[src/rtl/round_robin_voice_allocator_assert.svh]
// assertion macros shared by the voice allocator rtl
// no dependencies; included by the modules that carry checks
`ifndef ROUND_ROBIN_VOICE_ALLOCATOR_ASSERT_SVH
`define ROUND_ROBIN_VOICE_ALLOCATOR_ASSERT_SVH

// condition holds at every edge out of reset
`define RRVA_ASSERT_ALWAYS(lbl, clk, rstn, cond) \
  lbl: assert property (@(posedge clk) disable iff (!(rstn)) (cond)) \
    else $error("assertion failed");

// consequent holds in the same cycle as the antecedent
`define RRVA_ASSERT_IMP(lbl, clk, rstn, ante, cons) \
  lbl: assert property (@(posedge clk) disable iff (!(rstn)) (ante) |-> (cons)) \
    else $error("assertion failed");

// consequent holds in the cycle after the antecedent
`define RRVA_ASSERT_NEXT(lbl, clk, rstn, ante, cons) \
  lbl: assert property (@(posedge clk) disable iff (!(rstn)) (ante) |=> (cons)) \
    else $error("assertion failed");

`endif

[src/rtl/rrva_pkg.sv]
// shared types and constants of the round-robin voice allocator
// no dependencies
package rrva_pkg;

  // default voice count
  localparam int unsigned VoicesDef = 24;

  // command codes
  localparam logic CMD_PLAY = 1'b0;
  localparam logic CMD_DONE = 1'b1;

  // random generator and jitter constants
  localparam logic [31:0] LCG_MUL   = 32'd1664525;
  localparam logic [31:0] LCG_ADD   = 32'd1013904223;
  localparam logic [31:0] LCG_SEED  = 32'h4d595df4;
  localparam logic [16:0] JIT_BASE  = 17'd61604;
  localparam logic [31:0] JIT_SPAN  = 32'd7864;

  // clamp limits, q.12
  localparam logic [14:0]        VOL_MAX_W  = 15'd8192;
  localparam logic [13:0]        VOL_MAX    = 14'd8192;
  localparam logic signed [15:0] PAN_HI_W   = 16'sd4096;
  localparam logic signed [15:0] PAN_LO_W   = -16'sd4096;
  localparam logic [13:0]        PAN_HI     = 14'h1000;
  localparam logic [13:0]        PAN_LO     = 14'h3000;
  localparam logic [16:0]        PITCH_MIN_W = 17'd1024;
  localparam logic [16:0]        PITCH_MAX_W = 17'd16384;
  localparam logic [14:0]        PITCH_MIN  = 15'd1024;
  localparam logic [14:0]        PITCH_MAX  = 15'd16384;

  // sequencer states
  typedef enum logic [2:0] {
    S_IDLE,
    S_LCG_MUL,
    S_LCG_ADD,
    S_JIT_MUL,
    S_JIT_ADD,
    S_PITCH_MUL,
    S_FINISH
  } rrva_state_e;

  // controls into the voice scan unit
  typedef struct packed {
    logic start;
    logic clear;
  } scan_ctrl_t;

  // status out of the voice scan unit
  typedef struct packed {
    logic active;
    logic stolen;
  } scan_stat_t;

endpackage

[src/rtl/rrva_mul.sv]
// shared 32x32 multiplier with registered product
// depends on nothing; used by the allocator sequencer
module rrva_mul (
  input  logic        clk_i,
  input  logic        go_i,
  input  logic [31:0] a_i,
  input  logic [31:0] b_i,
  output logic [63:0] p_o
);

  logic [63:0] p_d, p_q;

  // product is captured only when issued, held otherwise
  always_comb begin
    p_d = p_q;
    if (go_i) begin
      p_d = 64'(a_i) * 64'(b_i);
    end
  end

  always_ff @(posedge clk_i) begin
    p_q <= p_d;
  end

  assign p_o = p_q;

endmodule

[src/rtl/rrva_voice_scan.sv]
// busy flags, round-robin pointer and a one-voice-per-cycle idle search
// depends on rrva_pkg and the assertion macro header
`include "round_robin_voice_allocator_assert.svh"

module rrva_voice_scan import rrva_pkg::*; #(
  parameter int unsigned VOICES = VoicesDef,
  localparam int unsigned PtrW = $clog2(VOICES)
) (
  input  logic            clk_i,
  input  logic            rst_ni,
  input  scan_ctrl_t      ctrl_i,
  input  logic [PtrW-1:0] clr_idx_i,
  output scan_stat_t      stat_o,
  output logic [PtrW-1:0] voice_o
);

  localparam logic [PtrW-1:0] LastIdx = PtrW'(VOICES - 1);

  logic [VOICES-1:0] busy_d, busy_q;
  logic [PtrW-1:0]   ptr_d, ptr_q;
  logic [PtrW-1:0]   cand_d, cand_q;
  logic [PtrW-1:0]   cnt_d, cnt_q;
  logic              active_d, active_q;
  logic [PtrW-1:0]   chosen_d, chosen_q;
  logic              stolen_d, stolen_q;
  logic [PtrW-1:0]   cand_inc, ptr_inc;

  // wrap-around increments
  assign cand_inc = (cand_q == LastIdx) ? '0 : cand_q + 1'b1;
  assign ptr_inc  = (ptr_q == LastIdx) ? '0 : ptr_q + 1'b1;

  // search one candidate per cycle, steal at the pointer after a full lap
  always_comb begin
    busy_d   = busy_q;
    ptr_d    = ptr_q;
    cand_d   = cand_q;
    cnt_d    = cnt_q;
    active_d = active_q;
    chosen_d = chosen_q;
    stolen_d = stolen_q;
    if (ctrl_i.clear) begin
      busy_d[clr_idx_i] = 1'b0;
    end
    if (ctrl_i.start) begin
      active_d = 1'b1;
      cand_d   = ptr_q;
      cnt_d    = '0;
    end else if (active_q) begin
      if (!busy_q[cand_q]) begin
        busy_d[cand_q] = 1'b1;
        chosen_d       = cand_q;
        stolen_d       = 1'b0;
        ptr_d          = cand_inc;
        active_d       = 1'b0;
      end else if (cnt_q == LastIdx) begin
        chosen_d = ptr_q;
        stolen_d = 1'b1;
        ptr_d    = ptr_inc;
        active_d = 1'b0;
      end else begin
        cand_d = cand_inc;
        cnt_d  = cnt_q + 1'b1;
      end
    end
  end

  // control state
  always_ff @(posedge clk_i or negedge rst_ni) begin
    if (!rst_ni) begin
      busy_q   <= '0;
      ptr_q    <= '0;
      active_q <= 1'b0;
    end else begin
      busy_q   <= busy_d;
      ptr_q    <= ptr_d;
      active_q <= active_d;
    end
  end

  // search payload
  always_ff @(posedge clk_i) begin
    cand_q   <= cand_d;
    cnt_q    <= cnt_d;
    chosen_q <= chosen_d;
    stolen_q <= stolen_d;
  end

  assign stat_o.active = active_q;
  assign stat_o.stolen = stolen_q;
  assign voice_o       = chosen_q;

  // checks
  `RRVA_ASSERT_ALWAYS(a_ptr_range, clk_i, rst_ni, ptr_q <= LastIdx)
  `RRVA_ASSERT_IMP(a_start_idle, clk_i, rst_ni, ctrl_i.start, !active_q && !ctrl_i.clear)
  `RRVA_ASSERT_NEXT(a_clear_takes, clk_i, rst_ni, ctrl_i.clear, !busy_q[$past(clr_idx_i)])

endmodule

[src/rtl/round_robin_voice_allocator.sv]
// top level of the round-robin voice allocator with voice stealing
// depends on rrva_pkg, rrva_mul, rrva_voice_scan and the assertion macro header
//
// usage:
//   input channel (in_valid_i / in_ready_o) takes one word per command.
//   cmd_i = play: search for an idle voice starting at the round-robin
//   pointer, steal the voice at the pointer if all are busy, and return one
//   result word with the voice, stolen flag, clamped volume and pan, and
//   the pitch scaled by a random jitter and clamped.
//   cmd_i = done: clears the busy flag of done_voice_i (ignored when out of
//   range) and returns no word.
//   output channel (out_valid_o / out_ready_i) carries the results from an
//   output register, so a new command is taken while a result waits.
//   a play's result is loaded once the scan has probed k voices
//   (1..VOICES) with its one-voice-per-cycle search and the shared
//   multiplier has run its three products (generator step, jitter,
//   pitch) in parallel with the scan. a new play is taken only in idle,
//   after the last one loads its result; done words one per cycle while idle.
//   if the receiver stalls with a result pending, the next play holds in
//   its final cycle until the output register frees.
//   reset clears all busy flags, sets the pointer to zero and seeds the
//   random generator; no clearing pass is needed.
`include "round_robin_voice_allocator_assert.svh"

module round_robin_voice_allocator import rrva_pkg::*; #(
  parameter int unsigned VOICES = VoicesDef,
  localparam int unsigned VidxW = (VOICES > 32) ? 6 : 5,
  localparam int unsigned PtrW  = $clog2(VOICES)
) (
  input  logic                    clk_i,
  input  logic                    rst_ni,
  input  logic                    in_valid_i,
  output logic                    in_ready_o,
  input  logic                    cmd_i,
  input  logic [VidxW-1:0]        done_voice_i,
  input  logic signed [15:0]      volume_in_i,
  input  logic signed [15:0]      pan_in_i,
  input  logic [15:0]             pitch_in_i,
  output logic                    out_valid_o,
  input  logic                    out_ready_i,
  output logic [VidxW-1:0]        voice_o,
  output logic                    stolen_o,
  output logic [13:0]             volume_out_o,
  output logic signed [13:0]      pan_out_o,
  output logic [14:0]             pitch_out_o
);

  rrva_state_e state_d, state_q;

  logic [31:0] lcg_d, lcg_q;
  logic [16:0] jit_d, jit_q;
  logic [15:0] pitch_d, pitch_q;
  logic [13:0] vol_d, vol_q;
  logic [13:0] pan_d, pan_q;

  logic              out_valid_d, out_valid_q;
  logic [VidxW-1:0]  voice_d, voice_q;
  logic              stolen_d, stolen_q;
  logic [13:0]       vol_out_d, vol_out_q;
  logic [13:0]       pan_out_d, pan_out_q;
  logic [14:0]       pitch_out_d, pitch_out_q;

  logic        in_acc, play_acc, done_acc, done_ok;
  logic        mul_go, lcg_ld, jit_ld, out_ld;
  logic [31:0] mul_a, mul_b;
  logic [63:0] mul_p;
  logic [16:0] prod;
  logic [14:0] pitch_clamp;
  logic [13:0] vol_clamp, pan_clamp;
  logic        pitch_ok;

  scan_ctrl_t      scan_ctrl;
  scan_stat_t      scan_stat;
  logic [PtrW-1:0] scan_voice;

  assign in_acc   = in_valid_i && in_ready_o;
  assign play_acc = in_acc && (cmd_i == CMD_PLAY);
  assign done_acc = in_acc && (cmd_i == CMD_DONE);
  assign done_ok  = {1'b0, done_voice_i} < (VidxW + 1)'(VOICES);

  // shared multiplier
  rrva_mul u_mul (
    .clk_i (clk_i),
    .go_i  (mul_go),
    .a_i   (mul_a),
    .b_i   (mul_b),
    .p_o   (mul_p)
  );

  // busy flags and idle search
  rrva_voice_scan #(.VOICES(VOICES)) u_scan (
    .clk_i     (clk_i),
    .rst_ni    (rst_ni),
    .ctrl_i    (scan_ctrl),
    .clr_idx_i (done_voice_i[PtrW-1:0]),
    .stat_o    (scan_stat),
    .voice_o   (scan_voice)
  );

  // next state
  always_comb begin
    state_d = state_q;
    case (state_q)
      S_IDLE:      if (play_acc) state_d = S_LCG_MUL;
      S_LCG_MUL:   state_d = S_LCG_ADD;
      S_LCG_ADD:   state_d = S_JIT_MUL;
      S_JIT_MUL:   state_d = S_JIT_ADD;
      S_JIT_ADD:   state_d = S_PITCH_MUL;
      S_PITCH_MUL: state_d = S_FINISH;
      S_FINISH:    if (out_ld) state_d = S_IDLE;
      default:     state_d = S_IDLE;
    endcase
  end

  // sequencer outputs: multiplier operands, loads, scan controls
  always_comb begin
    in_ready_o      = 1'b0;
    scan_ctrl.start = 1'b0;
    scan_ctrl.clear = 1'b0;
    mul_go          = 1'b0;
    mul_a           = '0;
    mul_b           = '0;
    lcg_ld          = 1'b0;
    jit_ld          = 1'b0;
    out_ld          = 1'b0;
    case (state_q)
      S_IDLE: begin
        in_ready_o      = 1'b1;
        scan_ctrl.start = in_valid_i && (cmd_i == CMD_PLAY);
        scan_ctrl.clear = in_valid_i && (cmd_i == CMD_DONE) && done_ok;
      end
      S_LCG_MUL: begin
        mul_go = 1'b1;
        mul_a  = lcg_q;
        mul_b  = LCG_MUL;
      end
      S_LCG_ADD: begin
        lcg_ld = 1'b1;
      end
      S_JIT_MUL: begin
        mul_go = 1'b1;
        mul_a  = JIT_SPAN;
        mul_b  = {8'h00, lcg_q[31:8]};
      end
      S_JIT_ADD: begin
        jit_ld = 1'b1;
      end
      S_PITCH_MUL: begin
        mul_go = 1'b1;
        mul_a  = {16'h0000, pitch_q};
        mul_b  = {15'h0000, jit_q};
      end
      S_FINISH: begin
        out_ld = !scan_stat.active && (!out_valid_q || out_ready_i);
      end
      default: begin
        in_ready_o = 1'b0;
      end
    endcase
  end

  // volume and pan clamps on the incoming word
  always_comb begin
    if (volume_in_i[15]) begin
      vol_clamp = '0;
    end else if (volume_in_i[14:0] > VOL_MAX_W) begin
      vol_clamp = VOL_MAX;
    end else begin
      vol_clamp = volume_in_i[13:0];
    end
    if (pan_in_i < PAN_LO_W) begin
      pan_clamp = PAN_LO;
    end else if (pan_in_i > PAN_HI_W) begin
      pan_clamp = PAN_HI;
    end else begin
      pan_clamp = pan_in_i[13:0];
    end
  end

  // pitch clamp on the final product
  assign prod = mul_p[32:16];
  always_comb begin
    if (prod < PITCH_MIN_W) begin
      pitch_clamp = PITCH_MIN;
    end else if (prod > PITCH_MAX_W) begin
      pitch_clamp = PITCH_MAX;
    end else begin
      pitch_clamp = prod[14:0];
    end
  end

  // datapath registers
  always_comb begin
    lcg_d   = lcg_ld ? (mul_p[31:0] + LCG_ADD) : lcg_q;
    jit_d   = jit_ld ? (JIT_BASE + {4'h0, mul_p[36:24]}) : jit_q;
    pitch_d = play_acc ? pitch_in_i : pitch_q;
    vol_d   = play_acc ? vol_clamp : vol_q;
    pan_d   = play_acc ? pan_clamp : pan_q;
  end

  // output register
  always_comb begin
    out_valid_d = out_valid_q;
    voice_d     = voice_q;
    stolen_d    = stolen_q;
    vol_out_d   = vol_out_q;
    pan_out_d   = pan_out_q;
    pitch_out_d = pitch_out_q;
    if (out_ld) begin
      out_valid_d = 1'b1;
      voice_d     = VidxW'(scan_voice);
      stolen_d    = scan_stat.stolen;
      vol_out_d   = vol_q;
      pan_out_d   = pan_q;
      pitch_out_d = pitch_clamp;
    end else if (out_ready_i) begin
      out_valid_d = 1'b0;
    end
  end

  // control state and generator
  always_ff @(posedge clk_i or negedge rst_ni) begin
    if (!rst_ni) begin
      state_q     <= S_IDLE;
      lcg_q       <= LCG_SEED;
      out_valid_q <= 1'b0;
    end else begin
      state_q     <= state_d;
      lcg_q       <= lcg_d;
      out_valid_q <= out_valid_d;
    end
  end

  // payload
  always_ff @(posedge clk_i) begin
    jit_q       <= jit_d;
    pitch_q     <= pitch_d;
    vol_q       <= vol_d;
    pan_q       <= pan_d;
    voice_q     <= voice_d;
    stolen_q    <= stolen_d;
    vol_out_q   <= vol_out_d;
    pan_out_q   <= pan_out_d;
    pitch_out_q <= pitch_out_d;
  end

  assign out_valid_o  = out_valid_q;
  assign voice_o      = voice_q;
  assign stolen_o     = stolen_q;
  assign volume_out_o = vol_out_q;
  assign pan_out_o    = pan_out_q;
  assign pitch_out_o  = pitch_out_q;

  // held pitch lies inside the clamp window
  assign pitch_ok = (pitch_out_q >= PITCH_MIN) && (pitch_out_q <= PITCH_MAX);

  // checks
  `RRVA_ASSERT_IMP(a_idle_scan_done, clk_i, rst_ni, state_q == S_IDLE, !scan_stat.active)
  `RRVA_ASSERT_NEXT(a_done_keeps_lcg, clk_i, rst_ni, done_acc, $stable(lcg_q))
  `RRVA_ASSERT_IMP(a_pitch_range, clk_i, rst_ni, out_valid_q, pitch_ok)

endmodule
[config.mk]
export PLATFORM = sky130hd
export DESIGN_NAME = round_robin_voice_allocator
export DESIGN_NICKNAME = d
export VERILOG_FILES = /design/src/rtl/rrva_pkg.sv /design/src/rtl/rrva_mul.sv /design/src/rtl/rrva_voice_scan.sv /design/src/rtl/round_robin_voice_allocator.sv
export VERILOG_INCLUDE_DIRS = /design/src /design/src/rtl
export SDC_FILE = /design/constraint.sdc
export NUM_CORES = 1
export LEC_CHECK = 0
export BUFFER_PORTS_ARGS = -buffer_cell sky130_fd_sc_hd__buf_2
export CAP_MARGIN = 10
export CORE_ASPECT_RATIO = 1.25
export CORE_MARGIN = 2
export CORE_UTILIZATION = 60
export CTS_CLUSTER_DIAMETER = 200
export DETAILED_ROUTE_END_ITERATION = 8
export MAX_ROUTING_LAYER = met4
export PLACE_DENSITY = 0.76
export SLEW_MARGIN = 30
export SYNTH_ARGS = -nofsm -noshare
export SYNTH_HDL_FRONTEND = slang
export SYNTH_SLANG_ARGS = --single-unit
[constraint.sdc]
create_clock -name clk_i -period 22.9 [get_ports clk_i]
set_input_delay 4.58 -clock clk_i [delete_from_list [all_inputs] [get_ports clk_i]]
set_output_delay 4.58 -clock clk_i [all_outputs]
set_load 0.02 [all_outputs]
# Word level (Yosys, flattened, before mapping)

Index checks and enable logic that the tools add are counted.
W data, S select, Z words.

Flip-flop bits (word level): 229
Input bits: 58
Output and inout port bits: 51
Word-level logic and storage cells: 122

Add/sub/neg operators: 5
Multiply operators: 1
Order comparisons: 10
Eq/ne operators: 13
Muxes and demuxes: 41
Bitwise logic cells: 6
Reductions and logical operators: 23

Operators by type and width:

| cell                     | count |
|---|---|
| $mux W24                 | 4 |
| $pmux W32 S3             | 1 |
| $pmux W24 S3             | 1 |
| $mux W5                  | 10 |
| $mul A32 B24 Y37         | 1 |
| $add A32 B30 Y32 const B | 1 |
| $mux W14                 | 2 |
| $and A24 B24 Y24         | 1 |
| $not A24 Y24             | 1 |
| $or A24 B24 Y24          | 1 |
| $pmux W3 S7              | 1 |
| $add A16 B13 Y17 const A | 1 |
| $gt A17 B15 Y1 const B   | 1 |
| $lt A17 B11 Y1 const B   | 1 |
| $gt A16 B14 Y1 const B   | 1 |
| $lt A16 B13 Y1 const B   | 1 |
| $add A5 B1 Y5 const B    | 3 |
| $eq A5 B5 Y1 const B     | 3 |
| $gt A15 B14 Y1 const B   | 1 |
| $mux W1                  | 15 |
| $mux W15                 | 1 |
| $lt A5 B6 Y1 const B     | 2 |
| $demux W1 S5             | 2 |
| $ge A5 B1 Y1 const B     | 2 |
| other kinds (18)         | 41 |

# Longest topological paths before layout

Word-level depth: 11
Depth in mapped cells: 30
Mapped depth without buffers: 28

# Hierarchy

A second synthesis with hierarchy kept.

Cell total of the unflattened synthesis: 4,602
Area total of the unflattened synthesis: 44,599.0 um^2

Modules (own cells, without submodules):

| module                      | times used | cells an instance | area each (um^2) | sequential area each (um^2) |
|---|---|---|---|---|
| rrva_mul                    | 1          | 3,773             | 35,260.1         | 1,921.8 |
| round_robin_voice_allocator | 1          | 598               | 6,871.6          | 4,226.6 |
| rrva_voice_scan             | 1          | 231               | 2,467.4          | 1,181.1 |

# Worst setup path before layout

Ideal clock, no wire load.

Path type: reg-to-reg
Start point: register state_q[1]
End point: register u_mul.p_q[36], in the netlist u_mul.p_o[36], data pin
Setup time: 261 ps
Data arrival time: 7,288 ps
Required time: 22,639 ps
Path slack: 15,351 ps
Stages on the path, launching flop included: 28
Buffers on the path: 2
Period minus slack after synthesis: 7,549 ps
Path through: dfrtp_1 clkbuf_1 clkinv_1 nor2_1 a22oi_1 nor2b_1 clkbuf_1 nand2_1 fa_1 inv_1 fa_1 inv_1 fa_1 inv_1 fa_1 fa_1 fa_1 inv_1 fa_1 inv_1 ha_1 nand3_1 o21ai_0 nor4b_2 nor3_1 a2111oi_2 o31a_1 o311a_1

Word-level cells in the longest chain between the ends: 3
Elaborated cells on any way between the ends: 6
Those cells by class: 1 x mul; 3 x eq/ne; 2 x mux

Ends and longest elaborated chain:

| what                                                | line                               | RTL |
|---|---|---|
| start: declaration                                  | round_robin_voice_allocator.sv:48  | `rrva_state_e state_d, state_q;` |
| start signal: assignment                            | round_robin_voice_allocator.sv:228 | `state_q <= state_d;` |
| $eq A3 B3 Y1 (tied with other cells)                | round_robin_voice_allocator.sv:126 | `case (state_q)` |
| $pmux W32 S3 / $pmux W24 S3 (equally long branches) | round_robin_voice_allocator.sv:126 |  |
| $mul A32 B24 Y37 *                                  | rrva_mul.sv:17                     | `p_d = 64'(a_i) * 64'(b_i);` |
| end signal: assignment                              | rrva_mul.sv:22                     | `p_q <= p_d;` |
| end: declaration                                    | rrva_mul.sv:11                     | `logic [63:0] p_d, p_q;` |

Mark *: on every way between the ends. The rest lies on a longest branch, timed or not.
A chain may end at the register's enable or synchronous reset.

# Worst setup path in the final report

Start point: register state_q[2]
End point: register u_mul.p_q[35], in the netlist u_mul.p_o[35], data pin

The elaborated chain is that of the path after synthesis.

==> impl_metrics.py <==
metrics = {
    "synthesis": {
        "netlist_area_um2": 26500,
        "synthTopCellsByCount": "inv_1, fa_1, nand2_1, nor2_1, edfxtp_1",
        "ys_seq_elements": 229,
        "yosysTopAreaCell": "fa_1",
        "postSynthCellCount": 2649,
        "synthSimpleGateAreaFrac": 0.119,
        "synth.most_common_cell": "inv_1",
        "synth_top_area_frac": 0.370,
        "yosys.area_share.adder": 0.423,
        "yosys_warnings": 0,
        "synthTopCellsByArea": "fa_1, edfxtp_1, inv_1",
        "synth_top_family_by_area": "adder cells",
        "synthXorXnorAreaFrac": 0.0287,
        "synth-edff-count": 158,
        "synth.avg_cell_area_um2": 10.0,
        "ys_seq_area_frac": 0.246,
        "async_flop_share": 0.288,
        "yosys_most_used_dff": "edfxtp_1",
        "muxShareOfSynthArea": 0.0113,
        "synth_compound_area_frac": 0.0682,
        "yosysUniqueCellTypes": 77,
    },
    "route": {
        "remaining_drc_errors": 0,
        "ant_nets": 0,
        "wl_per_cell_um": 20.6,
        "first_pass_iters": 5,
        "route.vias.total": 18967,
        "vias_per_cell": 5.49,
        "totalWireLength_um": 71300,
        "first_iter_violations": 1366,
    },
    "die": {
        "fp.dieW_um": 192,
        "die_h_um": 239,
        "core_area_um2": 43900,
        "die_area_um2": 45900,
        "start_util": 0.604,
        "io-pin-count": 109,
        "placementRows": 86,
    },
    "critical_path": {
        "worstSetupStartpointType": "flip-flop",
        "critPathMostFrequentCell": "fa_1",
        "r2r_start": "state_q[2]",
        "reg2reg_depth": 24,
        "end_kind": "flip-flop",
        "crit_arrival_ns": 9.33,
        "crit_slowest_cell": "nor2b_1",
        "path_delay_family": "adder cells",
        "reg2reg_to": "u_mul.p_o[35]",
        "ff2ff_setup_slack_ns": 13.83,
        "slowest_delay_ns": 0.74,
        "required_ns": 23.17,
        "path_cells": "nor2b_1 -> a22o_1 -> nand2_1 -> or2_2 -> fa_1 -> inv_1 -> fa_1 -> inv_1 -> fa_1 -> inv_1 -> fa_1 -> fa_1 -> fa_1 -> inv_1 -> fa_1 -> inv_1 -> ha_1 -> nand3_1 -> nor2_1 -> o211ai_1 -> a211oi_1 -> o311ai_1 -> and2_1 -> a211o_1",
        "path_class": "reg2reg",
        "cp_max_fo": 19,
        "path_buf_inv": 5,
    },
    "global_route": {
        "grt_pass1_vias": 20307,
        "grtUsageTotal": 0.338,
        "grt_start_max_net_pins": 67,
        "antenna_found_initial": 0,
        "grt-ovfl-total": 0,
        "grt_pass1_wl_um": 112000,
    },
    "clock_network": {
        "clock-sinks": 229,
        "cts-root-buf": "clkbuf_16",
        "post_cts_resized": 0,
        "cts_hold_buf": 0,
        "cts_setup_buffers": 0,
        "cts_buffers": 24,
        "clk_latency_ns": 0.52,
        "htreeDepth": 1,
        "clock_path_buffers": 3,
        "clkTransAtPathRegs_ns": 0.06,
        "cts_tree": "yes",
    },
    "run_status": {
        "status": "finished clean",
    },
    "hold_path": {
        "min_path_type": "reg2reg",
        "hp-start": "pan_q[7]",
        "min_to": "pan_out_o[7]",
        "min_path_cells": 0,
    },
    "run": {
        "cap_viol_max_count": 0,
    },
    "timing": {
        "skew_ns": 0.00951,
        "finalCritPeriodShare": 0.396,
        "clock.fmax_ghz": 0.110,
        "hold_viol_final": 0,
        "relSlewSlack": 0.308,
        "tightest_slew_ns": 1.03,
        "drv_slew": 0,
        "min_period_ns": 9.07,
        "rsz0062_at_grt": "no",
        "fin_setup_tns_ns": 0,
        "setup_violations": 0,
    },
    "placed_design": {
        "hpwl_um": 58700,
        "gp_congestion": 1.06,
        "port-buffer-count": 108,
    },
    "final_layout": {
        "antenna_cells": 0,
        "fin_nets": 3527,
        "syn_to_final_growth_pct": 9.45,
        "drive_gt1_frac": 0.0849,
    },
}
## final cells by class
cell class | instances | area [µm²]
Clock buffer | 40 | 753
Clock inverter | 4 | 32.5
Fill cell | 3490 | 14900
Inverter | 649 | 2440
Multi-Input combinational cell | 1832 | 17900
Sequential cell | 229 | 6520
Tap cell | 572 | 716
Timing Repair Buffer | 131 | 714
## state kept, by name (all words and copies together), names as in the netlist, 14 cells and up
name,cells
pitch_q,16
u_mul.p_o,37
pitch_out_o,15
u_scan.busy_q,24
pan_q,14
vol_q,14
volume_out_o,14
lcg_q,32
jit_q,17
pan_out_o,14
## per-layer routing
layer / GRT usage / vias to the layer above / wire length, µm
met2: 0.559 / 811 / 35700
met4: 0.189 / 0 / 5160
met1: 0.403 / 9549 / 25600
li1: - / 8362 / -
met3: 0.0433 / 245 / 4890
met5: - / - / 0
## logic make-up after synthesis
| kind of cell | count (synthesis) |
|---|---|
| buffers and inverters | 733 |
| AND/OR/NAND/NOR | 692 |
| adder cells (fa/ha/maj) | 602 |
| AO/OA/AOI/OAI | 283 |
| flip-flops | 229 |
| XOR/XNOR | 87 |
| multiplexers | 21 |
| other | 2 |
## worst register-to-register path: cells and delay by family (launching register included)
| kind | cells | cell delay (ns) |
|---|---|---|
| adders and majority gates | 8 | 3.86 |
| and+or+nand+nor | 6 | 2.26 |
| AOI/OAI and AO/OA | 5 | 1.71 |
| DFF | 1 | 0.73 |
| buffers and inverters | 5 | 0.26 |
## metrics by stage
step                      area [µm²]   util  worst slack [ns]  hold slack (ns)  cells
after CTS                      29000  0.661             13.99            0.417   3456
after global routing           29000  0.661             13.59            0.422   3457
after global placement         28200  0.642             14.18            0.401   3411
after detailed placement       28200  0.643             14.03            0.405   3412
after floorplan                27100      -             15.35            0.400   2794
final                          29000  0.661             13.83            0.416   3457
## placed cells by master, fill, tap and decap left out, types with 14 or more instances in the layout
master     count
o21ai_0      107
nor2_1       231
nor3_1        14
ha_1         112
nor2b_1       20
and3_1        23
clkbuf_16     26
xor2_1        21
a21o_1        27
buf_2        109
buf_4         20
dfrtp_1       47
fa_1         490
conb_1       147
edfxtp_1     158
xnor2_1       66
inv_1        647
a21oi_1       48
nand3_1       32
and2_1        57
nand2_1      239
dfstp_2       18
## worst max-delay path by stage
stage                         end  startpoint  slack, ns  depth (start not counted)
floorplan           u_mul.p_o[36]  state_q[1]      15.35                         27
global placement    u_mul.p_o[35]  state_q[2]      14.18                         24
detailed placement  u_mul.p_o[35]  state_q[2]      14.03                         24
CTS                 u_mul.p_o[35]  state_q[2]      13.99                         24
global route        u_mul.p_o[35]  state_q[2]      13.59                         24
finish              u_mul.p_o[35]  state_q[2]      13.83                         24
Power is left out: the tool's default activity adds up to more than one toggle a clock period on the data nets, which glitch-free logic cannot reach.
